$ cat src/rtl/cft_pkg.sv
package cft_pkg;

   localparam int LINE_MAX   = 4096;
   localparam int FIELD_MAX  = 1024;
   localparam int MAX_FIELDS = 256;

   localparam int LINE_LEN_W  = $clog2(LINE_MAX + 1);
   localparam int FIELD_LEN_W = $clog2(FIELD_MAX + 1);
   localparam int FIELD_CAP   = (MAX_FIELDS - 1 > 255) ? 255 : MAX_FIELDS - 1;

   localparam logic [15:0] UNIT_LF    = 16'h000A;
   localparam logic [15:0] UNIT_CR    = 16'h000D;
   localparam logic [15:0] UNIT_COMMA = 16'h002C;
   localparam logic [15:0] UNIT_QUOTE = 16'h0022;

   localparam logic [15:0] HEADER_RESET = 16'd2;
   localparam logic [15:0] LINE_COUNT_MAX = 16'hFFFF;

   typedef enum logic [1:0] {
      EV_UNIT       = 2'd0,
      EV_FIELD_END  = 2'd1,
      EV_LINE_FIELD = 2'd2,
      EV_LINE_EMPTY = 2'd3
   } event_kind_type;

   typedef enum logic [1:0] {
      QC_NONE = 2'd0,
      QC_ODD  = 2'd1,
      QC_EVEN = 2'd2
   } quote_count_type;

   typedef struct packed {
      event_kind_type event_kind;
      logic [15:0]    kept_unit;
      logic [7:0]     field_number;
      logic [15:0]    line_number;
      logic           is_header;
      logic           truncated;
   } result_type;

endpackage

$ cat src/rtl/cft_parser.sv
module cft_parser
   import cft_pkg::*;
(
   input  logic        clock,
   input  logic        reset,
   input  logic        step,
   input  logic [15:0] code_unit,
   input  logic        end_of_input,
   input  logic [15:0] header_line_number,
   output logic        has_result,
   output result_type  result
);

   logic [LINE_LEN_W-1:0]  line_length_ff, line_length_in;
   logic [15:0]            line_count_ff, line_count_in;
   logic [FIELD_LEN_W-1:0] field_length_ff, field_length_in;
   logic [7:0]             field_index_ff, field_index_in;
   logic                   quoted_field_ff, quoted_field_in;
   quote_count_type        quote_count_ff, quote_count_in;
   logic                   prev_quote_ff, prev_quote_in;
   logic                   overflow_ff, overflow_in;

   always_comb begin
      logic is_quote;
      logic do_keep;
      logic do_end;
      is_quote        = (code_unit == UNIT_QUOTE);
      do_keep         = 1'b0;
      do_end          = 1'b0;
      line_length_in  = line_length_ff;
      line_count_in   = line_count_ff;
      field_length_in = field_length_ff;
      field_index_in  = field_index_ff;
      quoted_field_in = quoted_field_ff;
      quote_count_in  = quote_count_ff;
      prev_quote_in   = prev_quote_ff;
      overflow_in     = overflow_ff;
      has_result      = 1'b0;
      result.event_kind   = EV_UNIT;
      result.kept_unit    = '0;
      result.field_number = field_index_ff;
      result.line_number  = line_count_ff;
      result.is_header    = (line_count_ff == header_line_number);
      result.truncated    = overflow_ff;

      if (end_of_input || code_unit == UNIT_LF || code_unit == UNIT_CR) begin
         if (line_length_ff != '0 && line_count_ff >= header_line_number) begin
            has_result        = 1'b1;
            result.event_kind = (field_length_ff != '0) ? EV_LINE_FIELD : EV_LINE_EMPTY;
         end
         line_length_in  = '0;
         field_length_in = '0;
         field_index_in  = '0;
         quoted_field_in = 1'b0;
         quote_count_in  = QC_NONE;
         prev_quote_in   = 1'b0;
         overflow_in     = 1'b0;
         if (end_of_input) begin
            line_count_in = '0;
         end
      end else if (line_length_ff >= LINE_LEN_W'(LINE_MAX)) begin
         overflow_in = 1'b1;
      end else begin
         if (line_length_ff == '0 && line_count_ff != LINE_COUNT_MAX) begin
            line_count_in = line_count_ff + 16'd1;
         end
         line_length_in     = line_length_ff + LINE_LEN_W'(1);
         prev_quote_in      = is_quote;
         result.line_number = line_count_in;
         result.is_header   = (line_count_in == header_line_number);

         if (line_count_in >= header_line_number) begin
            if (field_length_ff == '0) begin
               quoted_field_in = is_quote;
               quote_count_in  = QC_NONE;
            end
            if (!quoted_field_in) begin
               if (code_unit == UNIT_COMMA) do_end = 1'b1;
               else                         do_keep = 1'b1;
            end else begin
               if (is_quote) begin
                  quote_count_in = (quote_count_in == QC_ODD) ? QC_EVEN : QC_ODD;
               end
               if (code_unit == UNIT_COMMA && quote_count_in == QC_EVEN && prev_quote_ff) begin
                  do_end = 1'b1;
               end else if (!(is_quote && quote_count_in == QC_EVEN)) begin
                  do_keep = 1'b1;
               end
            end
         end

         if (do_end) begin
            has_result        = 1'b1;
            result.event_kind = EV_FIELD_END;
            if (field_index_ff < 8'(FIELD_CAP)) begin
               field_index_in = field_index_ff + 8'd1;
            end
            field_length_in = '0;
            quote_count_in  = QC_NONE;
            overflow_in     = 1'b0;
         end else if (do_keep) begin
            if (field_length_ff >= FIELD_LEN_W'(FIELD_MAX)) begin
               overflow_in = 1'b1;
            end else begin
               field_length_in   = field_length_ff + FIELD_LEN_W'(1);
               has_result        = 1'b1;
               result.event_kind = EV_UNIT;
               result.kept_unit  = code_unit;
            end
         end
      end
   end

   always_ff @(posedge clock) begin
      if (reset) begin
         line_length_ff  <= '0;
         line_count_ff   <= '0;
         field_length_ff <= '0;
         field_index_ff  <= '0;
         quoted_field_ff <= 1'b0;
         quote_count_ff  <= QC_NONE;
         prev_quote_ff   <= 1'b0;
         overflow_ff     <= 1'b0;
      end else if (step) begin
         line_length_ff  <= line_length_in;
         line_count_ff   <= line_count_in;
         field_length_ff <= field_length_in;
         field_index_ff  <= field_index_in;
         quoted_field_ff <= quoted_field_in;
         quote_count_ff  <= quote_count_in;
         prev_quote_ff   <= prev_quote_in;
         overflow_ff     <= overflow_in;
      end
   end

endmodule

$ cat src/rtl/csv_line_field_tokenizer_core.sv
// channel  | dir | handshake               | payload
// req      | in  | req_tvalid/req_tready   | tdata code_unit, tlast end_of_input
// rsp      | out | rsp_tvalid/rsp_tready   | tdata unit/field/line/flags, tuser kind
// csr      | in  | csr_valid/csr_ready     | csr_data header_line_number
//
// One code unit per cycle, sustained while the result side is ready.
// Stage one is the input register, stage two the result register; parser state
// updates when an item moves from one to the other.
// Synchronous active-high reset; header_line_number resets to 2.
// A stalled result holds the input stage, which then stalls the request side.
module csv_line_field_tokenizer_core
   import cft_pkg::*;
(
   input  logic        clock,
   input  logic        reset,
   input  logic        req_tvalid,
   output logic        req_tready,
   input  logic [15:0] req_tdata,   // [15:0] code_unit
   input  logic        req_tlast,   // end_of_input
   output logic        rsp_tvalid,
   input  logic        rsp_tready,
   output logic [47:0] rsp_tdata,   // [15:0] kept_unit, [23:16] field_number,
                                    // [39:24] line_number, [40] is_header,
                                    // [41] truncated, [47:42] zero
   output logic [1:0]  rsp_tuser,   // [1:0] event_kind
   input  logic        csr_valid,
   output logic        csr_ready,
   input  logic [15:0] csr_data
);

   logic        in_valid_ff;
   logic [15:0] in_unit_ff;
   logic        in_eoi_ff;
   logic [15:0] header_ff;
   logic        out_valid_ff;
   result_type  out_ff;
   logic        advance;
   logic        has_result;
   result_type  result;

   assign advance    = in_valid_ff && (!out_valid_ff || rsp_tready);
   assign req_tready = !in_valid_ff || advance;
   assign csr_ready  = 1'b1;

   cft_parser u_parser (
      .clock              (clock),
      .reset              (reset),
      .step               (advance),
      .code_unit          (in_unit_ff),
      .end_of_input       (in_eoi_ff),
      .header_line_number (header_ff),
      .has_result         (has_result),
      .result             (result)
   );

   always_ff @(posedge clock) begin
      if (reset) begin
         in_valid_ff  <= 1'b0;
         out_valid_ff <= 1'b0;
         header_ff    <= HEADER_RESET;
      end else begin
         if (req_tready) begin
            in_valid_ff <= req_tvalid;
         end
         if (advance) begin
            out_valid_ff <= has_result;
         end else if (rsp_tready) begin
            out_valid_ff <= 1'b0;
         end
         if (csr_valid) begin
            header_ff <= csr_data;
         end
      end
   end

   always_ff @(posedge clock) begin
      if (req_tready && req_tvalid) begin
         in_unit_ff <= req_tdata;
         in_eoi_ff  <= req_tlast;
      end
      if (advance && has_result) begin
         out_ff <= result;
      end
   end

   assign rsp_tvalid = out_valid_ff;
   assign rsp_tuser  = out_ff.event_kind;
   assign rsp_tdata  = {6'd0, out_ff.truncated, out_ff.is_header, out_ff.line_number,
                        out_ff.field_number, out_ff.kept_unit};

endmodule

$ cat config.mk
export PLATFORM = sky130hd
export DESIGN_NAME = csv_line_field_tokenizer_core
export DESIGN_NICKNAME = d
export VERILOG_FILES = /design/src/rtl/cft_pkg.sv /design/src/rtl/cft_parser.sv /design/src/rtl/csv_line_field_tokenizer_core.sv
export SDC_FILE = /design/constraint.sdc
export NUM_CORES = 1
export LEC_CHECK = 0
export ABC_AREA = 1
export BUFFER_PORTS_ARGS = -buffer_cell sky130_fd_sc_hd__buf_2
export CAP_MARGIN = 25
export CORE_MARGIN = 8
export CORE_UTILIZATION = 28
export CTS_CLUSTER_DIAMETER = 150
export DETAILED_ROUTE_END_ITERATION = 10
export HOLD_SLACK_MARGIN = 0.12
export SYNTH_ARGS = -nofsm -noshare
export SYNTH_HDL_FRONTEND = slang
export SYNTH_HIERARCHICAL = 1
export SYNTH_SLANG_ARGS = --single-unit
$ cat constraint.sdc
create_clock -name clock -period 6.6 [get_ports clock]
set_input_delay 0.33 -clock clock [delete_from_list [all_inputs] [get_ports clock]]
set_output_delay 0.33 -clock clock [all_outputs]
set_load 0.05 [all_outputs]
==> results of run 1 <==
[state kept, by name (all words and copies together), names as in the netlist, 2 cells and up]
signal                    flops
rsp_tdata                    42
u_parser/line_length_ff      13
in_unit_ff                   16
header_ff                    16
u_parser/field_length_ff     11
u_parser/quote_count_ff       2
u_parser/line_count_ff       16
rsp_tuser                     2
u_parser/field_index_ff       8
[timing repair]
| item | CTS | global route |
|---|---|---|
| setup endpoints to repair | 0 | 0 |
| endpoints found under the hold margin | 19 | 0 |
| setup buffers | 0 | 0 |
| hold buffers | 19 | 0 |
[metal layers]
metal / part of all wire [%] / vias to the layer above / routed length, µm / GRT usage (%)
li1: - / 3187 / - / -
met1: 52 / 2865 / 9833 / 16.89
met2: 40 / 161 / 7687 / 16.96
met3: 7.0 / 19 / 1332 / 3.972
met4: 1.1 / 4 / 217 / 3.701
met5: 0.094 / - / 18 / 0
[stage by stage]
step	instances	utilization, %	hold WS [ps]	instance area [µm²]
5_1_grt	1359	33.53	133.9	8910
3_3_place_gp	1307	30.57	434.4	8124
2_1_floorplan	918	-	399.1	7506
6_report	1361	33.55	136.8	8915
4_1_cts	1358	33.42	122.4	8882
3_5_place_dp	1307	30.57	432.3	8124
[path summary, 6_finish.rpt]
path	endpoint	slack, ps
max	rsp_tdata[29]$_DFFE_PP_	1950
min	header_ff[5]$_SDFFE_PP0P_	140
max reg2reg	rsp_tdata[29]$_DFFE_PP_	1950
min reg2reg	rsp_tdata[41]$_DFFE_PP_	440
[cell usage after synthesis (all sizes together), types with 5 or more instances]
master	instances	area share [%]
nand2	203	11
inv	111	5.6
nor2	111	6.3
dfxtp	71	19
a21oi	68	5.0
edfxtp	61	24
nand3	52	4.4
o21ai	52	3.5
ha	38	6.4
buf	28	2.8
xor2	26	3.0
nor3	24	2.4
nand4	17	1.4
clkbuf	10	0.53
nand3b	8	0.80
nor3b	8	0.94
nor4	6	0.58
o21a	5	0.50
[worst reg2reg max path, cell delays in order (launching register included)]
cell	delay [ps]
dfxtp_1	330
inv_1	120
ha_1	160
nand3_1	90
nor4_2	430
nand2_2	180
inv_2	360
nand3_1	130
nand2_1	130
inv_2	50
ha_1	280
nand2_1	50
inv_1	70
nand3_1	70
nor2_1	130
nand2_1	70
nand4_1	80
nor2_2	90
inv_1	140
nand2_1	320
nand2_1	180
nand2_1	60
nand2_1	70
inv_1	50
nor3_2	190
buf_4	450
[cells by family (layout without fill, tap and decap cells)]
family | Yosys count | in the layout
other cells | 2 | 9
fa+ha+maj | 38 | 38
simple gates | 429 | 429
buf+inv | 150 | 250
compound gates | 133 | 133
xor+xnor | 29 | 29
flops | 132 | 132
[report_power, final]
part | switching (µW) | internal (µW)
sequential | 23.6 | 887
clock | 406 | 497
combinational | 206 | 97.2
[cell type report]
class | count | area, µm²
Clock inverter | 15 | 142.6
Sequential cell | 132 | 3253
Inverter | 112 | 420.4
Fill cell | 2823 | 17660
Timing Repair Buffer | 106 | 655.6
Multi-Input combinational cell | 636 | 3586
Tap cell | 341 | 426.7
Antenna cell | 2 | 5.005
Clock buffer | 17 | 425.4
==> impl_summary.md, run 1 <==
Die
The die covers 32230 µm². The initial utilization of the core area, before any placement, comes to 28.17%. The width of the die is ~180 µm. From bottom edge to top edge, the die measures around 180 µm.

The area inside the core boundary is 26580 µm². In this run the count of I/O pins placed on the die edge is about 90. The number of rows created at floorplan is 60.

STA
Setup repair after global routing left no endpoint under its margin. Setup slack on the critical path of the routed design comes to 1953 ps. Setup total negative slack on the finished layout was measured at 0 ps.

Setup violations remaining at the end of the flow were counted as 0. The final max-slew violation count is 0. The worst path uses a little over two thirds of the clock period. The worst-case clock skew is 10.21 ps. The highest attainable clock frequency is 0.2152 GHz. The minimum clock period after layout is 4647 ps. Measured against its own limit, the worst slew margin works out to 43.36%. The hold violation count in the final report was 0. At the pin with the least slew margin, the transition time is 848.7 ps.

Setup path
The worst reg2reg path depth is 25. The kind of cell with the highest combined delay along the critical path is simple AND/OR/NAND/NOR gates. In this run the number of cells on the critical path is 25. STA classifies the critical path startpoint as a register.

In this run the worst path has a maximum fanout of 35. The data required time of the critical path is 6660 ps. The most numerous cell type found on the critical path is nand2_1.

The signal arrival time at the worst endpoint is 4710 ps. The kind of capture point of the worst setup path is a register. The stage delay of the slowest cell on the critical path is 450 ps. The cell type of the slowest stage on the worst timing path is buf_4.

The critical path contains buffers and inverters numbering 7 combined. The first element of the critical path is u_parser/line_length_ff[0]$_SDFFE_PP0P_. The critical setup path kind is reg2reg. The startpoint of the lowest-slack register-to-register path is u_parser/line_length_ff[0]$_SDFFE_PP0P_.

Job
The count of max-cap constraint violations is 0.

Finish
The share of post-route cells with drive strength above 1 is 19.55%. The library cells used most frequently in the layout, excluding fill and tap cells, are nand2_1 (185), nor2_1 (99), inv_1 (94). After the last flow step, the layout net total stands at 1081. From synthesis to final layout, the design area changed by 19.07%. The library cell used most frequently in the layout, excluding fill and tap cells, is nand2_1.

Clock network
Clock tree synthesis found a total of around 130 sinks. The clock tree root driver cell is clkbuf_16. TritonCTS built the clock tree. The clock transition at the registers of the reported paths is 60 ps.

The clock passes through at most 2 buffers. The clock reaches the later pin of the worst-skew pair after approximately 430 ps. The total of cells resized after clock tree synthesis is 0.

In this run, CTS created clock tree buffers numbering 17. The H-tree depth is 4.

Power
The total power density per cell area is ~240 nW/µm². Total power for the finished layout comes to 2117 µW. The maximum VDD drop is roughly 180 µV. The reported leakage power is 0.003679 µW.

Synthesis
The mean post-synth cell area is 8.201 µm². Counting distinct cell types in the post-synthesis netlist gives 45. Summing the areas of all fa, ha and maj instances in the mapped netlist gives 6.350% of the synthesized area. The portion of synthesized area spent on multiplexers is 0%. The simple-gate share of the synthesized area is 27.89%. After synthesis, flip-flops and latches occupy 43.45% of the total area. The primary flip-flop cell chosen by synthesis mapping is dfxtp_1.

The synthesized netlist occupies a cell area of ~7500 µm². The Yosys warning count is 6. Summing the areas of all compound-gate instances in the mapped netlist gives 9.843% of the synthesized area. The area share of xor/xnor cells in the synthesized design is 3.392%.

Synthesis produced a netlist whose cell count is 913. After synthesis, the share of flip-flops with an asynchronous set or reset is 0%. Yosys mapped a number of flops with a built-in enable equal to 61. The count of state elements after synthesis is 132. After synthesis, the largest family of logic cells by area is simple AND/OR/NAND/NOR gates.

Routing
Wires add up to 19090 µm. After detailed routing, the average wire length per cell comes to 14.03 µm. The detailed router placed ~6.2k vias in this run. The remaining antenna violation count is 0. The detailed router's first-iteration violation count is 495. After detailed routing, the number of vias per cell comes to 4.582. The number of search-and-repair iterations in the first detailed-routing pass is 5.

The final routed DRC violation total is 0.

Placement
Detailed placement ended at an HPWL of 14140 µm. The number of port buffers is 83. At the end of routability-driven placement, the weighted congestion stood at 0.8644. At the placement stage, the worst setup path has a slack of 1981 ps.

GRT
The aggregate global routing overflow is 0. In the global route stage, overall resource usage came out at 11.99%. The number of global-route vias before repair is 5959. The first global-routing pass estimated 31460 µm of wire. The initial antenna violation count is 2.

Entering global routing, the biggest net connects 36 pins.

Worst hold path
The path category of the worst min-delay check is in2reg. The worst hold path begins at csr_data[5]. Counting instances, the worst hold path has a depth of 3.

Outcome
The run finished with clean final reports.
Note: power is estimated with default switching activity, not from simulation.
==> inputs of run 2 (changes only) <==
==> constraint.sdc (replaced) <==
create_clock -name clock -period 4.7 [get_ports clock]
set_input_delay 0.235 -clock clock [delete_from_list [all_inputs] [get_ports clock]]
set_output_delay 0.235 -clock clock [all_outputs]
set_load 0.05 [all_outputs]
==> impl_summary.md, run 2 (synthesis results as in run 1) <==
Die
The height of the die is 179.5 µm (unchanged). The width of the die is 179.5 µm (unchanged). The area inside the core boundary came to 26580 µm² (unchanged).

The starting density of the core came to 28.17% (unchanged). The number of rows created at floorplan was 60 (unchanged). The number of top-level design ports is 91 (unchanged). The total die area is 32230 µm² (unchanged).

STA
The final max-slew violation count came to 0 (unchanged). The final setup TNS is 0 ps (unchanged). The headroom to the max-slew limit is 42.66% (-0.69 points). Setup repair after global routing left no endpoint under its margin. The worst-case clock skew is 8.785 ps (-1.424 ps). The hold violation count in the final report is 0 (unchanged).

The minimum clock period after layout is 4146 ps (-500.6 ps). The worst-margin pin slew is 859.1 ps (+10.41 ps). The setup-violating endpoint count in the final report was 0 (unchanged). The highest attainable clock frequency is 0.2412 GHz (+12%). The portion of the clock cycle consumed by the worst path in the final layout came to 88.22% (+18 points). The post-layout worst setup margin was 553.6 ps (-1399 ps).

Clock network
The clock transition at the registers of the reported paths came to 60 ps (about the same). The later-pin clock latency in the skew report came to 420 ps (about the same). The hold buffer count at CTS is 35 (+16). The H-tree depth is 4 (unchanged). The post-CTS repair timing setup buffer count is 0 (unchanged). The maximum buffer depth of the clock tree is 2 (unchanged). The clock tree root driver cell is clkbuf_16. The total of cells resized after clock tree synthesis is 0 (unchanged). The number of sinks driven by the clock tree came to 132 (unchanged).

TritonCTS built the clock tree. The total clock buffers created by CTS came to 17 (unchanged).

Worst hold path
The path category of the worst min-delay check is in2reg. The worst hold path begins at csr_valid. The worst hold path depth was 3 (unchanged). The worst hold path terminates at header_ff[1]$_SDFFE_PP1P_.

Setup path
The slowest stage of the critical path is the nor4_2 cell. In this run the critical register-to-register path is launched from u_parser/line_length_ff[0]$_SDFFE_PP0P_. The worst setup path is launched from a register. The signal arrival time at the worst endpoint is 4240 ps (-470 ps). The data required time of the critical path is 4800 ps (-1860 ps). The reg-to-reg setup timing slack is 550 ps (-1400 ps).

The worst setup path is captured at a register. The critical-path maximum fanout is 44 (+26%). The worst reg2reg path depth was 25 (unchanged). The kind of cell with the highest combined delay along the critical path is simple AND/OR/NAND/NOR gates. The worst register-to-register path ends at rsp_tdata[40]$_DFFE_PP_. The critical path buffer and inverter count is 7 (unchanged). The most numerous cell type found on the critical path is nand2_1.

The critical setup path kind is reg2reg. The stage delay of the slowest cell on the critical path came to 480 ps (+30 ps).

Finish
Leaving out fill and tap cells, the most frequent cells in the layout are nand2_1 (185), nor2_1 (99), inv_1 (94). The area growth from synthesis to layout is 20.99%. Leaving out fill and tap cells, the most frequent cell in the layout is nand2_1. The final cell area excluding filler cells is 9059 µm² (+1.6%). The count of fill cells added during filler insertion is 2807 (-0.57%).

The flip-flop count of the largest register, all copies and words added is 42 (unchanged). The utilization after layout was 34.09% (+0.54 points). The area occupied by registers was 3253 µm² (unchanged). The net count of the finished layout is 1099 (+1.7%). The footprint of the multi-input gates is 3592 µm² (+0.17%). The share of post-route cells with drive strength above 1 is 19.11% (-0.44 points). The number of antenna repair diodes was 0 (-2).

Job
The count of max-cap constraint violations is 0 (unchanged).

Routing
The number of search-and-repair iterations in the first detailed-routing pass is 5 (unchanged). The final routed DRC violation total was 0 (unchanged). The detailed router's first-iteration violation count is 459 (-7.3%). The number of vias per cell is 4.540 (-0.92%).

The average wire per cell in the routed design came to 13.78 µm (-1.7%). The total via count in the routed design is 6251 (+0.24%). The total routed wirelength is 18980 µm (-0.57%). The remaining antenna violation count came to 0 (unchanged).

Power
The total power density per cell area came to 325.0 nW/µm² (+37%). The final total power came to 2944 µW (+39%). The maximum VDD drop is 248.8 µV (+40%). The reported leakage power is 0.003735 µW (+1.5%).

GRT
The first-pass GRT wire length came to 31300 µm (-0.51%). The maximum number of pins on one net before global-route repair was 45 (+25%). The initial antenna violation count is 0 (-2).

The total routing resource utilization after global routing came to 11.90% (-0.094 points). The aggregate global routing overflow is 0 (unchanged). The number of global-route vias before repair is 5908 (-0.86%).

Outcome
The flow ran to the end, and the final reports show no timing, DRC or antenna violations.

Placement
The number of port buffers is 83 (unchanged). The final HPWL from detailed placement is 13870 µm (-1.9%). The placer's final routability congestion estimate is 0.8489 (-1.8%). The total placed instance area is 8165 µm² (+0.51%).

The worst-case setup slack after placement is 610.4 ps (-1371 ps).
==> run 2: cell types whose count changed in the layout (fill, tap and decap cells not counted), moves of 2 or more <==
cell           previous run  this run
dlygate4sd3_1            19        35
inv_8                     4         0
clkinv_2                  1         4
buf_4                     3         5
clkbuf_1                  0         2
clkinv_4                  4         2
clkinvlp_4                2         4
diode_2                   2         0
inv_6                     3         1
==> run 2: worst max-delay path by stage <==
stage,from,endpoint,slack (ps),depth (start not counted)
after floorplan,u_parser/line_count_ff[0]$_SDFFE_PP0P_,rsp_tdata[0]$_DFFE_PP_,170,27
after global placement,u_parser/line_count_ff[0]$_SDFFE_PP0P_,rsp_tdata[40]$_DFFE_PP_,710,26
after detailed placement,u_parser/line_length_ff[0]$_SDFFE_PP0P_,rsp_tdata[40]$_DFFE_PP_,610,25
after CTS,u_parser/line_length_ff[0]$_SDFFE_PP0P_,rsp_tdata[40]$_DFFE_PP_,590,25
after global routing,u_parser/line_count_ff[0]$_SDFFE_PP0P_,rsp_tdata[6]$_DFFE_PP_,70,26
final,u_parser/line_length_ff[0]$_SDFFE_PP0P_,rsp_tdata[40]$_DFFE_PP_,550,25
==> run 2: stage by stage <==
step                std cells  hold WS (ps)
floorplan                 918         304.1
global placement         1310         413.1
detailed placement       1310         415.9
CTS                      1377         217.4
global route             1377         243.9
finish                   1377         232.1
==> run 2: tightest hold or removal path, cell delays in order <==
cell and delay (ps):
buf_2 190, nand2_1 90, nand3_1 70
==> run 2: routing by layer <==
layer | track usage, % | vias to the layer above | wire [µm]
met2 | 16.71 | 167 | 7639
met5 | 0 | - | 0
met3 | 2.601 | 16 | 958
met1 | 17.52 | 2851 | 10140
met4 | 4.001 | 0 | 241
li1 | - | 3217 | -
==> run 2: report_power, final <==
group | total (µW) | internal, µW | switching, µW
Clock | 1230 | 723 | 508
Sequential | 1280 | 1250 | 33.3
Combinational | 435 | 146 | 289
==> run 2: final cells by class <==
type	count	area share (%)
inverters	112	4.641
multi-input cells	636	39.65
repair buffers	124	9.088
well taps	341	4.710
flip-flops and latches	132	35.91
clock buffers	19	4.779
clock inverters	13	1.215
==> inputs of run 3 (changes only) <==
--- a/config.mk
+++ b/config.mk
@@ -5,7 +5,6 @@
 export SDC_FILE = /design/constraint.sdc
 export NUM_CORES = 1
 export LEC_CHECK = 0
-export ABC_AREA = 1
 export BUFFER_PORTS_ARGS = -buffer_cell sky130_fd_sc_hd__buf_2
 export CAP_MARGIN = 25
 export CORE_MARGIN = 8
==> impl_summary.md, run 3 <==
Synthesis
The share of synthesized flip-flops with an asynchronous set or reset is 0% (unchanged). The combined area of all synthesized cells is 7008 µm² (-6.4%). The share of the synthesized area in the top cell type was 26.14% (+1.7 points).

The portion of the post-synthesis area used by sequential elements is 46.42% (+3.0 points). The number of different library cells in the post-synthesis netlist is 74 (+64%). The mean post-synth cell area came to 9.856 µm² (+20%). By area the synthesized netlist is led by edfxtp_1 (26%), dfxtp_1 (20%), ha_1 (6.8%).

By instance count, the leading cell after synthesis is dfxtp_1. The commonest cells after synthesis are dfxtp_1 (71), edfxtp_1 (61), nand2_1 (57), nor2_1 (57), a21oi_1 (42). Among all flip-flop cells after synthesis, the most frequent one is dfxtp_1.

The number of enable-type register cells in the synthesized netlist is 61 (unchanged). The number of standard cells after synthesis was 711 (-22%). The Yosys warning count was 6 (unchanged). The largest total area in the synthesized netlist belongs to edfxtp_1. The count of state elements after synthesis is 132 (unchanged).

Routing
The total via count in the routed design is 5716 (-8.6%). The total routed wirelength came to 18380 µm (-3.2%). The detailed router's first-iteration violation count is 401 (-13%).

The number of vias per cell is 4.898 (+7.9%). The remaining antenna violation count came to 0 (unchanged). The number of search-and-repair iterations in the first detailed-routing pass came to 6 (+1).

The final routed DRC violation total is 0 (unchanged). The average wire per cell in the routed design is 15.75 µm (+14%).

STA
The minimum clock period after layout is 4281 ps (+135.0 ps). The portion of the clock cycle consumed by the worst path in the final layout is 91.09% (+2.9 points). Setup repair after global routing left no endpoint under its margin. The setup-violating endpoint count in the final report is 0 (unchanged). The highest attainable clock frequency is 0.2336 GHz (-3.2%). The hold violation count in the final report is 0 (unchanged). The final max-slew violation count came to 0 (unchanged). The worst-case clock skew is 5.349 ps (-3.436 ps).

The final setup TNS is 0 ps (unchanged). The worst-margin pin slew is 1004 ps (+145.1 ps). The headroom to the max-slew limit came to 32.60% (-10 points).

GRT
The first-pass GRT wire length is 29880 µm (-4.5%). The total routing resource utilization after global routing is 12.12% (+0.22 points). The maximum number of pins on one net before global-route repair is 60 (+33%). The initial antenna violation count was 0 (unchanged). The aggregate global routing overflow is 0 (unchanged). The number of global-route vias before repair is 5602 (-5.2%).

Outcome
The flow ran to the end, and the final reports show no timing, DRC or antenna violations.

Die
The number of rows created at floorplan is 58 (-3.3%). The number of top-level design ports is 91 (unchanged). The height of the die is 174.2 µm (-3.0%). The starting density of the core was 28.15% (about the same).

The total die area is 30350 µm² (-5.8%). The area inside the core boundary is 24890 µm² (-6.3%). The width of the die came to 174.2 µm (-3.0%).

Placement
The final HPWL from detailed placement is 13080 µm (-5.8%). The cell total after placement was 1100 (-16%). The placer's final routability congestion estimate is 0.8333 (-1.8%). The number of port buffers is 83 (unchanged).

Finish
The flip-flop count of the largest register, all copies and words added is 42 (unchanged). The number of antenna repair diodes is 0 (unchanged). The leading cell type in the layout, fill and taps excluded is buf_2.

The number of standard cells in the layout, taps in and fillers out is 1167 (-15%). The share of post-route cells with drive strength above 1 is 19.12% (about the same). The net count of the finished layout was 900 (-18%). The utilization after layout was 34.94% (+0.85 points). In the layout the commonest cells are buf_2 (83), dfxtp_1 (69), edfxtp_1 (61). Compared with the post-synthesis result, the final layout area differs by 24.10%.

Clock network
TritonCTS built the clock tree. The clock transition at the registers of the reported paths is 60 ps (about the same). The maximum buffer depth of the clock tree came to 2 (unchanged). The H-tree depth came to 4 (unchanged). The number of sinks driven by the clock tree was 132 (unchanged).

The later-pin clock latency in the skew report is 420 ps (about the same). The clock tree root driver cell is clkbuf_16. The total clock buffers created by CTS is 17 (unchanged).

Setup path
The critical-path maximum fanout was 17 (-61%). The reg-to-reg setup timing slack was 420 ps (-140 ps). The data required time of the critical path is 4800 ps (about the same). The critical setup path kind is reg2reg.

The signal arrival time at the worst endpoint was 4390 ps (+150 ps). STA classifies the critical path endpoint as a register. The worst setup path is launched from a register.

Worst hold path
The path category of the worst min-delay check is in2reg.

Power
The reported leakage power is 0.003264 µW (-13%). The maximum VDD drop came to 183.8 µV (-26%). The total power density per cell area came to 313.0 nW/µm² (-3.7%).

Job
The count of max-cap constraint violations was 0 (unchanged).
==> run 3: cell count changes in the layout (fill, tap and decap cells not counted), moves of 12 or more <==
cell     previous run  this run
nor2_1             99        55
a21oi_1            62        42
inv_2              17         0
nand2_2            13         0
o21ai_0            39        27
xnor2_1             3        22
and3_1              0        25
mux2i_1             0        16
inv_1              94        34
nand2_1           185        57
==> run 3: metrics by stage <==
step | hold slack (ps) | worst slack [ps] | instance area [µm²] | power [µW]
2_1_floorplan | 333.9 | 69.91 | 7061 | 1392
3_3_place_gp | 412.9 | 522.2 | 7772 | 1446
3_5_place_dp | 413.1 | 427.8 | 7772 | 1448
4_1_cts | 140.8 | 418.8 | 8680 | 2754
5_1_grt | 159.5 | 19.90 | 8697 | 2821
6_report | 161.6 | 418.5 | 8697 | 2722
==> run 3: power breakdown <==
group          switching (µW)  leakage [µW]  internal (µW)  total (µW)
sequential               17.0       0.00108           1220        1240
clock                     494      0.000270            781        1280
combinational             131       0.00192           79.8         210
==> run 3: final cells by class <==
class                      count  area [µm²]
clock inverter                 8       75.07
sequential                   132        3256
timing repair buffer         134       895.9
tap                          330       412.9
multi-input combinational    505        3438
inverter                      34       127.6
clock buffer                  24       491.7
fill                        2516       16190
==> run 3: per-layer routing <==
metal	part of all wire, %	wire length [µm]	track usage, %	vias up
met5	0	0	0	-
met4	1.1	210	3.705	0
met3	5.9	1085	3.081	14
met2	46	8417	19.15	175
met1	47	8667	15.97	2712
li1	-	-	-	2815
==> run 3: critical path: stages, from the launching register on <==
cell,delay (ps)
dfxtp_2,410
ha_2,230
nand4_1,110
nor3_2,380
a41oi_2,170
buf_4,220
and2_1,220
and3_1,230
xor2_1,150
ha_1,270
nand4_1,130
nor4_2,240
o31ai_1,150
nand3_1,150
and3_2,200
o21ai_0,80
nand2_1,90
nand2_1,100
nor2b_4,150
buf_4,260
==> run 3: path summary, 6_finish.rpt <==
check | end | from | depth (start not counted)
min reg2reg | header_ff[5]$_SDFFE_PP0P_ | header_ff[5]$_SDFFE_PP0P_ | 2
max reg2reg | rsp_tdata[28]$_DFFE_PP_ | u_parser/line_count_ff[0]$_SDFFE_PP0P_ | 19
max | rsp_tdata[28]$_DFFE_PP_ | u_parser/line_count_ff[0]$_SDFFE_PP0P_ | 19
min | rsp_tvalid$_SDFFE_PP0P_ | rsp_tready | 3
==> run 3: logic make-up (layout without fill, tap and decap cells) <==
| family | after synthesis | after routing | share of synthesized area, % |
|---|---|---|---|
| adder cells (fa/ha/maj) | 38 | 38 | 6.785 |
| flip-flops | 132 | 132 | 46.42 |
| AND/OR/NAND/NOR | 270 | 270 | 21.41 |
| XOR/XNOR | 39 | 39 | 4.874 |
| buffers and inverters | 79 | 200 | 5.303 |
| AO/OA/AOI/OAI | 134 | 134 | 12.66 |
| other | 2 | 7 | 0.1072 |
| multiplexers | 17 | 17 | 2.446 |
==> run 3: timing repair <==
item | 4_1_cts | 5_1_grt
gates resized for setup | 0 | 3
buffers inserted | 0 | 1
setup endpoints to repair | 0 | 51
hold buffers | 34 | 0
endpoints found under the hold margin | 34 | 0
